### src/rtl/efw_pkg.sv
`timescale 1ns / 1ps
package efw_pkg;
  localparam int P_W   = 64;
  localparam int K_W   = 32;
  localparam int M_W   = 34;
  localparam int CNT_W = 7;

  localparam logic WT_A = 1'b0;
  localparam logic WT_B = 1'b1;

  typedef struct packed {
    logic             start;
    logic [P_W-1:0]   dividend;
    logic [M_W-1:0]   divisor;
    logic [CNT_W-1:0] nbits;
  } div_req_t;

  typedef struct packed {
    logic           done;
    logic [P_W-1:0] quo;
    logic [M_W-1:0] rem;
  } div_rsp_t;

  typedef struct packed {
    logic           found;
    logic           wtype;
    logic [K_W-1:0] k;
    logic [M_W-1:0] m;
    logic [K_W-1:0] d;
    logic [K_W-1:0] n;
  } res_t;
endpackage

### src/rtl/efw_div.sv
`timescale 1ns / 1ps
module efw_div (
  input  logic              clk,
  input  logic              rst_n,
  input  efw_pkg::div_req_t req,
  output efw_pkg::div_rsp_t rsp
);
  import efw_pkg::*;

  logic             busy_r, busy_nxt;
  logic             done_r, done_nxt;
  logic [CNT_W-1:0] cnt_r, cnt_nxt;
  logic [M_W-1:0]   rem_r, rem_nxt;
  logic [P_W-1:0]   dq_r, dq_nxt;
  logic [M_W-1:0]   dvs_r, dvs_nxt;
  logic [M_W:0]     trial;
  logic [M_W:0]     diff;
  logic             qbit;

  always_comb begin
    trial = {rem_r, dq_r[P_W-1]};
    diff  = trial - {1'b0, dvs_r};
    qbit  = (trial >= {1'b0, dvs_r});
    busy_nxt = busy_r;
    done_nxt = 1'b0;
    cnt_nxt  = cnt_r;
    rem_nxt  = rem_r;
    dq_nxt   = dq_r;
    dvs_nxt  = dvs_r;
    if (req.start) begin
      busy_nxt = 1'b1;
      cnt_nxt  = req.nbits;
      rem_nxt  = '0;
      dq_nxt   = req.dividend;
      dvs_nxt  = req.divisor;
    end else if (busy_r) begin
      rem_nxt = qbit ? diff[M_W-1:0] : trial[M_W-1:0];
      dq_nxt  = {dq_r[P_W-2:0], qbit};
      cnt_nxt = cnt_r - 1'b1;
      if (cnt_r == CNT_W'(1)) begin
        busy_nxt = 1'b0;
        done_nxt = 1'b1;
      end
    end
  end

  always_ff @(posedge clk) begin
    if (!rst_n) begin
      busy_r <= 1'b0;
      done_r <= 1'b0;
    end else begin
      busy_r <= busy_nxt;
      done_r <= done_nxt;
    end
    cnt_r <= cnt_nxt;
    rem_r <= rem_nxt;
    dq_r  <= dq_nxt;
    dvs_r <= dvs_nxt;
  end

  assign rsp.done = done_r;
  assign rsp.quo  = dq_r;
  assign rsp.rem  = rem_r;
endmodule

### src/rtl/efw_ctrl.sv
`timescale 1ns / 1ps
module efw_ctrl (
  input  logic                      clk,
  input  logic                      rst_n,
  input  logic                      start,
  input  logic [efw_pkg::P_W-1:0]   p_in,
  input  logic [efw_pkg::K_W-1:0]   lim_in,
  input  logic                      out_free,
  input  efw_pkg::div_rsp_t         rsp,
  output efw_pkg::div_req_t         req,
  output logic                      idle,
  output logic                      res_valid,
  output efw_pkg::res_t             res
);
  import efw_pkg::*;

  typedef enum logic [4:0] {
    S_IDLE = 5'b00001,
    S_MOD  = 5'b00010,
    S_DIVK = 5'b00100,
    S_TEST = 5'b01000,
    S_DONE = 5'b10000
  } state_t;

  state_t         state_r, state_nxt;
  div_req_t       req_r, req_nxt;
  logic [P_W-1:0] p_r, p_nxt;
  logic [K_W-1:0] lim_r, lim_nxt;
  logic [K_W-1:0] k_r, k_nxt;
  logic [M_W-1:0] m_r, m_nxt;
  logic [M_W-1:0] r_r, r_nxt;
  logic [K_W-1:0] e_r, e_nxt;
  logic [K_W-1:0] q_r, q_nxt;
  logic           side_r, side_nxt;
  res_t           res_r, res_nxt;

  logic [K_W-1:0] s, other;
  logic [M_W-1:0] neg_b, neg_a;
  logic [M_W:0]   t4, t;

  always_comb begin
    s     = side_r ? q_r : e_r;
    other = side_r ? e_r : q_r;
    neg_b = m_r - {2'b00, s};
    t4    = {1'b0, s, 2'b00};
    t     = (t4 < {1'b0, m_r}) ? t4 : t4 - {1'b0, m_r};
    neg_a = (t == '0) ? '0 : m_r - t[M_W-1:0];

    state_nxt     = state_r;
    req_nxt       = req_r;
    req_nxt.start = 1'b0;
    p_nxt    = p_r;
    lim_nxt  = lim_r;
    k_nxt    = k_r;
    m_nxt    = m_r;
    r_nxt    = r_r;
    e_nxt    = e_r;
    q_nxt    = q_r;
    side_nxt = side_r;
    res_nxt  = res_r;
    res_valid = 1'b0;

    unique case (state_r)
      S_IDLE: begin
        if (start) begin
          p_nxt   = p_in;
          lim_nxt = lim_in;
          res_nxt = '0;
          if (lim_in == '0) begin
            state_nxt = S_DONE;
          end else begin
            k_nxt   = K_W'(1);
            m_nxt   = M_W'(3);
            req_nxt = '{start: 1'b1, dividend: p_in, divisor: M_W'(3), nbits: CNT_W'(P_W)};
            state_nxt = S_MOD;
          end
        end
      end
      S_MOD: begin
        if (rsp.done) begin
          r_nxt   = rsp.rem;
          e_nxt   = K_W'(1);
          req_nxt = '{start: 1'b1, dividend: {k_r, {(P_W-K_W){1'b0}}},
                      divisor: M_W'(1), nbits: CNT_W'(K_W)};
          state_nxt = S_DIVK;
        end
      end
      S_DIVK: begin
        if (rsp.done) begin
          q_nxt = rsp.quo[K_W-1:0];
          if (e_r > rsp.quo[K_W-1:0]) begin
            if (k_r == lim_r) begin
              state_nxt = S_DONE;
            end else begin
              k_nxt   = k_r + 1'b1;
              m_nxt   = m_r + M_W'(4);
              req_nxt = '{start: 1'b1, dividend: p_r, divisor: m_r + M_W'(4),
                          nbits: CNT_W'(P_W)};
              state_nxt = S_MOD;
            end
          end else if (rsp.rem != '0) begin
            e_nxt   = e_r + 1'b1;
            req_nxt = '{start: 1'b1, dividend: {k_r, {(P_W-K_W){1'b0}}},
                        divisor: {2'b00, e_r + 1'b1}, nbits: CNT_W'(K_W)};
          end else begin
            side_nxt  = 1'b0;
            state_nxt = S_TEST;
          end
        end
      end
      S_TEST: begin
        if (r_r == neg_b) begin
          res_nxt   = '{found: 1'b1, wtype: WT_B, k: k_r, m: m_r, d: other, n: s};
          state_nxt = S_DONE;
        end else if (r_r == neg_a) begin
          res_nxt   = '{found: 1'b1, wtype: WT_A, k: k_r, m: m_r, d: s, n: other};
          state_nxt = S_DONE;
        end else if (!side_r && (q_r != e_r)) begin
          side_nxt = 1'b1;
        end else begin
          e_nxt   = e_r + 1'b1;
          req_nxt = '{start: 1'b1, dividend: {k_r, {(P_W-K_W){1'b0}}},
                      divisor: {2'b00, e_r + 1'b1}, nbits: CNT_W'(K_W)};
          state_nxt = S_DIVK;
        end
      end
      S_DONE: begin
        if (out_free) begin
          res_valid = 1'b1;
          state_nxt = S_IDLE;
        end
      end
      default: state_nxt = S_IDLE;
    endcase
  end

  always_ff @(posedge clk) begin
    if (!rst_n) begin
      state_r   <= S_IDLE;
      req_r     <= '0;
    end else begin
      state_r   <= state_nxt;
      req_r     <= req_nxt;
    end
    p_r    <= p_nxt;
    lim_r  <= lim_nxt;
    k_r    <= k_nxt;
    m_r    <= m_nxt;
    r_r    <= r_nxt;
    e_r    <= e_nxt;
    q_r    <= q_nxt;
    side_r <= side_nxt;
    res_r  <= res_nxt;
  end

  assign req  = req_r;
  assign idle = (state_r == S_IDLE);
  assign res  = res_r;
endmodule

### src/rtl/egyptian_fraction_witness_search.sv
`timescale 1ns / 1ps
// Searches layers k = 1..k_limit for the first Type B / Type A congruence
// witness of a 64-bit value. All divisions run on one shared restoring
// divider, one bit per cycle: each layer takes p mod m, then one division
// per trial divisor e up to sqrt(k), then a test of each divisor found;
// an early hit ends the search.
// One beat is processed at a time; in_stall is high while a search runs.
// The finished result sits in an output register, so the next beat may be
// taken while it waits. k_limit resets to 1024; a zero limit gives an
// all-zero result.
module egyptian_fraction_witness_search (
  input  logic                         clk,
  input  logic                         rst_n,
  input  logic                         in_valid,
  output logic                         in_stall,
  input  logic [efw_pkg::P_W-1:0]      in_test_value,
  output logic                         out_valid,
  input  logic                         out_stall,
  output logic                         out_found,
  output logic                         out_witness_type,
  output logic [efw_pkg::K_W-1:0]      out_layer_index,
  output logic [efw_pkg::M_W-1:0]      out_modulus,
  output logic [efw_pkg::K_W-1:0]      out_factor_d,
  output logic [efw_pkg::K_W-1:0]      out_factor_n,
  input  logic                         cfg_valid,
  output logic                         cfg_ready,
  input  logic [efw_pkg::K_W-1:0]      cfg_data
);
  import efw_pkg::*;

  logic [K_W-1:0] k_limit_r;
  logic           out_valid_r;
  res_t           out_r;
  div_req_t       req;
  div_rsp_t       rsp;
  logic           idle;
  logic           res_valid;
  res_t           res;
  logic           accept;

  assign cfg_ready = 1'b1;
  assign in_stall  = !idle;
  assign accept    = in_valid && !in_stall;

  efw_div u_div (
    .clk   (clk),
    .rst_n (rst_n),
    .req   (req),
    .rsp   (rsp)
  );

  efw_ctrl u_ctrl (
    .clk       (clk),
    .rst_n     (rst_n),
    .start     (accept),
    .p_in      (in_test_value),
    .lim_in    (k_limit_r),
    .out_free  (!out_valid_r),
    .rsp       (rsp),
    .req       (req),
    .idle      (idle),
    .res_valid (res_valid),
    .res       (res)
  );

  always_ff @(posedge clk) begin
    if (!rst_n) begin
      k_limit_r   <= K_W'(1024);
      out_valid_r <= 1'b0;
    end else begin
      if (cfg_valid && cfg_ready) begin
        k_limit_r <= cfg_data;
      end
      if (res_valid) begin
        out_valid_r <= 1'b1;
      end else if (out_valid_r && !out_stall) begin
        out_valid_r <= 1'b0;
      end
    end
    if (res_valid) begin
      out_r <= res;
    end
  end

  assign out_valid        = out_valid_r;
  assign out_found        = out_r.found;
  assign out_witness_type = out_r.wtype;
  assign out_layer_index  = out_r.k;
  assign out_modulus      = out_r.m;
  assign out_factor_d     = out_r.d;
  assign out_factor_n     = out_r.n;

  a_miss_zero: assert property (@(posedge clk) disable iff (!rst_n)
    out_valid && !out_found |-> out_layer_index == '0 && out_modulus == '0
      && out_factor_d == '0 && out_factor_n == '0 && !out_witness_type)
    else $error("miss result not all zero");

  a_hit_mod: assert property (@(posedge clk) disable iff (!rst_n)
    out_valid && out_found |-> out_modulus == ({2'b00, out_layer_index} << 2) - 34'd1)
    else $error("modulus does not match layer");

  a_busy: assert property (@(posedge clk) disable iff (!rst_n)
    in_valid && !in_stall |=> in_stall)
    else $error("beat taken while search not started");
endmodule

### config.mk
export PLATFORM = sky130hd
export DESIGN_NAME = egyptian_fraction_witness_search
export DESIGN_NICKNAME = d
export VERILOG_FILES = /design/src/rtl/efw_pkg.sv /design/src/rtl/efw_div.sv /design/src/rtl/efw_ctrl.sv /design/src/rtl/egyptian_fraction_witness_search.sv
export SDC_FILE = /design/constraint.sdc
export NUM_CORES = 2
export LEC_CHECK = 0
export BUFFER_PORTS_ARGS = -buffer_cell sky130_fd_sc_hd__buf_2
export CAP_MARGIN = 0
export CORE_ASPECT_RATIO = 1.1
export CORE_UTILIZATION = 50
export DETAILED_ROUTE_END_ITERATION = 6
export PLACE_DENSITY = 0.77
export SKIP_LAST_GASP = 1
export SYNTH_ARGS = -nofsm -noshare
export SYNTH_HDL_FRONTEND = slang
export SYNTH_SLANG_ARGS = --single-unit
### constraint.sdc
create_clock -name clk -period 14.1 [get_ports clk]
set_input_delay 1.41 -clock clk [delete_from_list [all_inputs] [get_ports clk]]
set_output_delay 1.41 -clock clk [all_outputs]
set_load 0.01 [all_outputs]
[Word-level counts from Yosys, hierarchy flattened]
Index checks and enable logic that the tools add are counted.
Operators by class
  add/subtract/negate cells: 8
  multiply operators: 0
  div/mod/pow operators: 0
  magnitude comparators: 3
  equal/unequal tests: 29
  shift operators: 0
  mux-type cells: 71
  bitwise gates (word level): 2
  reduce and logical (&&, ||, !) cells: 26
Operator list (number)
  106-bit 2-to-1 mux: 10
  32-bit 2-to-1 mux: 14
  106-bit case mux with 4 select lines: 1
  132-bit 2-to-1 mux: 3
  132-bit case mux with 2 select lines: 1
  34-bit 2-to-1 mux: 7
  64-bit 2-to-1 mux: 2
  32-bit case mux with 3 select lines: 1
  34-bit equality test: 2
  34-bit case mux with 2 select lines: 1
  34-bit subtractor: 2
  32-bit by 1-bit adder with 32-bit output, second input constant: 2
  32-bit case mux with 2 select lines: 1
  5-bit 2-to-1 mux: 11
  35-bit by 34-bit >= comparator with 1-bit output: 1
  35-bit zero test: 1
  35-bit 2-to-1 mux: 1
  34-bit by 34-bit subtractor with 35-bit output: 1
  34-bit by 3-bit adder with 34-bit output, second input constant: 1
  34-bit less-than comparator: 1
  34-bit nonzero test: 1
  34-bit by 32-bit subtractor with 34-bit output: 1
  32-bit equality test: 1
  32-bit > comparator: 1
  32 further kinds: 71
Word-level totals
  flip-flop bits (word level): 810
  latch bits: 0
  memory bits (writable): 0
  memory bits (read-only): 0
  memories: 0

[Depth between registers and ports, before layout]
  depth in word-level cells: 9
  mapped depth: 37

[Hierarchy]
Synthesis repeated with hierarchy kept, for this count alone.
Unflattened totals
  cells, all modules: 4045
  area total of the unflattened synthesis: 43117.6 um2
By module, submodules not included
  efw_ctrl: instances 1, cells each 3105, area each 30085.1 um2
  efw_div: instances 1, cells each 697, area each 7771.2 um2
  egyptian_fraction_witness_search: instances 1, cells each 243, area each 5261.3 um2

[Least setup slack after synthesis]
No wires, ideal clock.
  kind: register -> register
  start: register u_ctrl.state_r[1]
  end: register out_r, in the netlist out_factor_d[0] (enable)
  library setup time: 0.988 ns
  arrival time: 14.038 ns
  slack: -0.925 ns
  cell stages (with the launch flop): 3
  period minus slack after synthesis: 15.025 ns
  cell sequence: dfxtp_1 > or3_1 > nor4b_1
On the way
  longest elaborated chain between the ends: 2
RTL lines
  start, declared: line efw_ctrl.sv:25  | state_t state_r, state_nxt;
  start signal, assigned: line efw_ctrl.sv:142  | state_r <= state_nxt;
  5-bit equality test: line efw_ctrl.sv:63  | unique case (state_r)
  1-bit 2-to-1 mux: line efw_ctrl.sv:63
  via res_valid: line egyptian_fraction_witness_search.sv:37  | logic res_valid;
  end signal, assigned: line egyptian_fraction_witness_search.sv:81  | out_r <= res;
  end, declared: line egyptian_fraction_witness_search.sv:33  | res_t out_r;
The timed path passes the listed nets, and every way through them passes these cells.
A chain may end at the register's enable or synchronous reset.

[Worst setup path in the final report]
  start: register u_ctrl.side_r
  end: register u_ctrl.res_r, in the netlist u_ctrl.res[42] (enable)
On the way
  longest elaborated chain between the ends: 8
  elaborated cells between the ends (all ways): 12
  classes of those cells: add/sub: 3; order compare: 1; eq/ne: 3; mux: 3; reduce/logical: 2
RTL lines
  start, declared: line efw_ctrl.sv:34  | logic side_r, side_nxt;
  start signal, assigned: line efw_ctrl.sv:152  | side_r <= side_nxt;
  32-bit 2-to-1 mux *: line efw_ctrl.sv:42  | s = side_r ? q_r : e_r;
  34-bit by 34-bit subtractor with 35-bit output or 34-bit less-than comparator (tied branches): line efw_ctrl.sv:46  | t = (t4 < {1'b0, m_r}) ? t4 : t4 - {1'b0, m_r};
  35-bit 2-to-1 mux: line efw_ctrl.sv:46
  34-bit subtractor or 35-bit zero test (tied branches): line efw_ctrl.sv:47  | neg_a = (t == '0) ? '0 : m_r - t[M_W-1:0];
  34-bit 2-to-1 mux: line efw_ctrl.sv:47
  34-bit equality test: line efw_ctrl.sv:115  | end else if (r_r == neg_a) begin
  3-bit by 1-bit != test with 1-bit output (no source line) *
  3-bit AND reduction (no source line) *
  end signal, assigned: line efw_ctrl.sv:153  | res_r <= res_nxt;
  end, declared: line efw_ctrl.sv:35  | res_t res_r, res_nxt;
Every way passes the cells marked *; elsewhere a longest branch is shown, timed or not.

==> flow_summary.yaml <==
global_route:
  grt_max_degree: 101
  grt_pass1_vias: 30875
  grt_usage_pct: 30.9
  grt_pass1_wl_mm: 196
  grt-ovfl-total: 0
  antenna_found_initial: 3
synth:
  synth_common_cells: "624 x edfxtp_1, 400 x nor2_1, 234 x inv_1, 225 x nand2_1, 191 x a21oi_1"
  synth-seq-cells: 799
  yosysTopAreaCell: "edfxtp_1"
  yosys.area_share.simple_pct: 13.1
  synth.area.top_cells: "edfxtp_1 45%, dfxtp_1 8.4%, ha_1 4.9%, xnor2_1 3.6%, nor2_1 3.6%"
  synth-xor-area-share_pct: 5.62
  postSynthCellCount: 3886
  synth_ff_type: "edfxtp_1"
  synth_mux_area_share_pct: 4.35
  synthArstFlopShare_pct: 0
  synth-edff-count: 624
  synth_nets: 4153
  synthMostInstantiatedCell: "edfxtp_1"
  ys_warn_count: 0
  yosysTopAreaCellShare_pct: 44.7
  synth.avg_cell_area_um2: 10.8
  yosysSeqAreaShare_pct: 53.1
  synth_compound_area_share_pct: 14.7
  syn_area_um2: 41900
  synth_top_family_by_area: "compound AO/OA/AOI/OAI gates"
  synthAdderAreaFrac_pct: 5.04
  synth.distinct_cells: 100
pwr:
  ir_drop_mv: 0.111
  p_leak_nw: 17.9
  p_per_area_nw_per_um2: 138
finish:
  seq_area_um2: 22200
  multi_input_comb_area_um2: 18100
  area_growth_syn_to_layout_pct: 11.9
  layout.nets: 4328
  nFillCells: 6928
  drive_above_1_share_pct: 13.0
sta:
  worst_pin_slew_ns: 1.27
  fin_crit_sh_pct: 73.2
  min_period_ns: 10.33
  fmax_ghz: 0.0968
  final-hold-violation-count: 0
  skew_ns: 0.0262
  holdWs_ns: 0.413
  max_slew_margin_pct: 14.7
  finalSetupViolCount: 0
  rsz0062_at_grt: "false"
  tns_ns: 0
  slew_violations: 0
worst_setup_path:
  critPathTopFamily: "compound AO/OA/AOI/OAI gates"
  max_stage_delay_ns: 0.66
  worstPathArrival_ns: 10.63
  reg2reg_depth: 30
  required_ns: 14.40
  reg2reg_from: "u_ctrl.side_r"
  r2r_slack_ns: 3.77
  rr_endpoint: "u_ctrl.res[42]"
  critical_path_class: "reg -> reg"
  critPathBufInv: 4
  startpoint_type: "register"
  crit_slowest_cell: "nand2b_4"
  crit_fanout: 74
  critPathLaunch: "u_ctrl.side_r"
  end_kind: "register"
outcome:
  status: "complete, but fails checks"
  violations: "DRC"
drt:
  ant_nets: 0
  wl_per_cell_um: 25.6
  drc: 4
  drtIter0Drc: 3461
  routed_via_density: 6.22
  wl_mm: 133
  dr.pass1.iters: 7
  vias: 32343
floorplanning:
  row_count: 111
  fp.dieW_um: 278
  io_pins: 236
  core_area_um2: 83200
  die_area_um2: 85000
  die_h_um: 306
  start_util_pct: 50.4
hold_path:
  hp-start: "u_ctrl.res[5]"
  hold_path.class: "reg -> reg"
  holdPathEnd: "out_factor_n[5]"
  hold-path-cell-count: 0
clocking:
  clockBufferDepth: 3
  cts_resized: 0
  clk_latency_ns: 0.67
  hold_buffers: 0
  cts_root_buf: "clkbuf_16"
  clkTransAtPathRegs_ns: 0.06
  cts_buffers: 80
  cts_tree: "yes"
  clock-sinks: 799
  htree_levels: 3
  post_cts.repair.setup_buffers: 0
run:
  maxCapViolCount: 0
placement:
  place.gp.congestion: 1.00
  dp_hpwl_mm: 98.6
  io_buffers: 234
-- worst max-delay path by stage --
| stage | endpoint | slack [ns] | depth (start not counted) |
|---|---|---|---|
| 2_1_floorplan | u_ctrl.res[0] | 2.40 | 35 |
| 3_3_place_gp | u_ctrl.res[43] | 4.20 | 30 |
| 3_5_place_dp | u_ctrl.res[43] | 4.00 | 30 |
| 4_1_cts | u_ctrl.res[42] | 3.94 | 30 |
| 5_1_grt | u_ctrl.res[42] | 3.12 | 30 |
| 6_report | u_ctrl.res[42] | 3.77 | 30 |
-- sequential cells by signal, summed over array words and instances, names as in the netlist, 33 cells and up --
name	cells
u_div.dq_r	64
u_ctrl.res	130
u_ctrl.p_r	64
u_div.dvs_r	34
out_modulus	33
u_ctrl.r_r	34
u_ctrl.req	101
u_div.rem_r	34
-- cells by family (layout without fill, tap and decap cells) --
| group | Yosys count | count (layout) |
|---|---|---|
| mux | 177 | 177 |
| fa+ha+maj | 168 | 168 |
| flops | 799 | 799 |
| compound gates | 904 | 904 |
| xor+xnor | 269 | 269 |
| other cells | 1 | 2 |
| buf+inv | 438 | 679 |
| simple gates | 1130 | 1130 |
-- layer usage --
| layer | vias up | global-route usage [%] | share of wire (%) |
|---|---|---|---|
| met2 | 1577 | 49.5 | 46 |
| met4 | 4 | 17.3 | 6.0 |
| met1 | 15705 | 40.1 | 40 |
| met5 | - | 0 | 0.020 |
| met3 | 338 | 4.86 | 8.1 |
| li1 | 14719 | - | - |
-- worst register-to-register path: cells and delay by family, from the launching register on --
family / cells / cell delay (ns)
simple gates: 5 / 1.97
compound gates: 16 / 4.49
buf+inv: 4 / 1.40
xor+xnor: 1 / 0.10
flops: 1 / 0.33
fa+ha+maj: 3 / 1.07
mux: 1 / 0.53
-- where the power goes --
group / total (mW) / internal [mW] / switching [mW]
Combinational: 1.32 / 0.513 / 0.809
Sequential: 2.94 / 2.77 / 0.172
Clock: 2.20 / 1.26 / 0.935
-- layout by cell type (no fill, tap or decap), drive strengths merged, types with 12 or more instances in the layout --
cell type	Yosys	layout
edfxtp	624	624
nor2	401	401
buf	35	295
inv	235	240
nand2	225	225
o21ai	206	206
a21oi	193	193
dfxtp	175	175
xnor2	172	172
ha	164	164
mux2i	136	136
clkbuf	167	112
xor2	97	97
nand3	91	91
and2	60	60
nor4	59	59
nor3	59	59
a21o	55	55
nand4	55	55
a211oi	53	53
a22oi	53	53
a31oi	52	52
o31ai	46	46
mux2	41	41
o221ai	39	39
o21a	33	33
and3	29	29
nor2b	28	28
or3	25	25
clkinv	1	24
o211ai	22	22
nand2b	21	21
a222oi	17	17
o21bai	16	16
nor3b	15	15
o2111ai	13	13
or4	13	13
or2	13	13
a211o	12	12
-- final cells by class --
class                      instances  area share, %
tap                             1073           2.86
clock buffer                     112           4.81
clock inverter                    36           1.01
multi-input combinational       2649           38.5
inverter                         236           1.89
antenna                            1        0.00534
timing repair buffer             295           3.50
sequential                       799           47.4
-- metrics by stage --
step	cells	power (mW)	setup slack [ns]	util, %	area, um2
finish	5201	6.46	3.77	56.4	46900
global route	5200	6.73	3.12	56.4	46900
CTS	5200	6.47	3.94	56.4	46900
detailed placement	5052	4.28	4.00	53.1	44200
global placement	5052	4.26	4.20	53.1	44200
floorplan	3886	3.91	2.40	-	41900
Power figures use the tool's default switching activity.
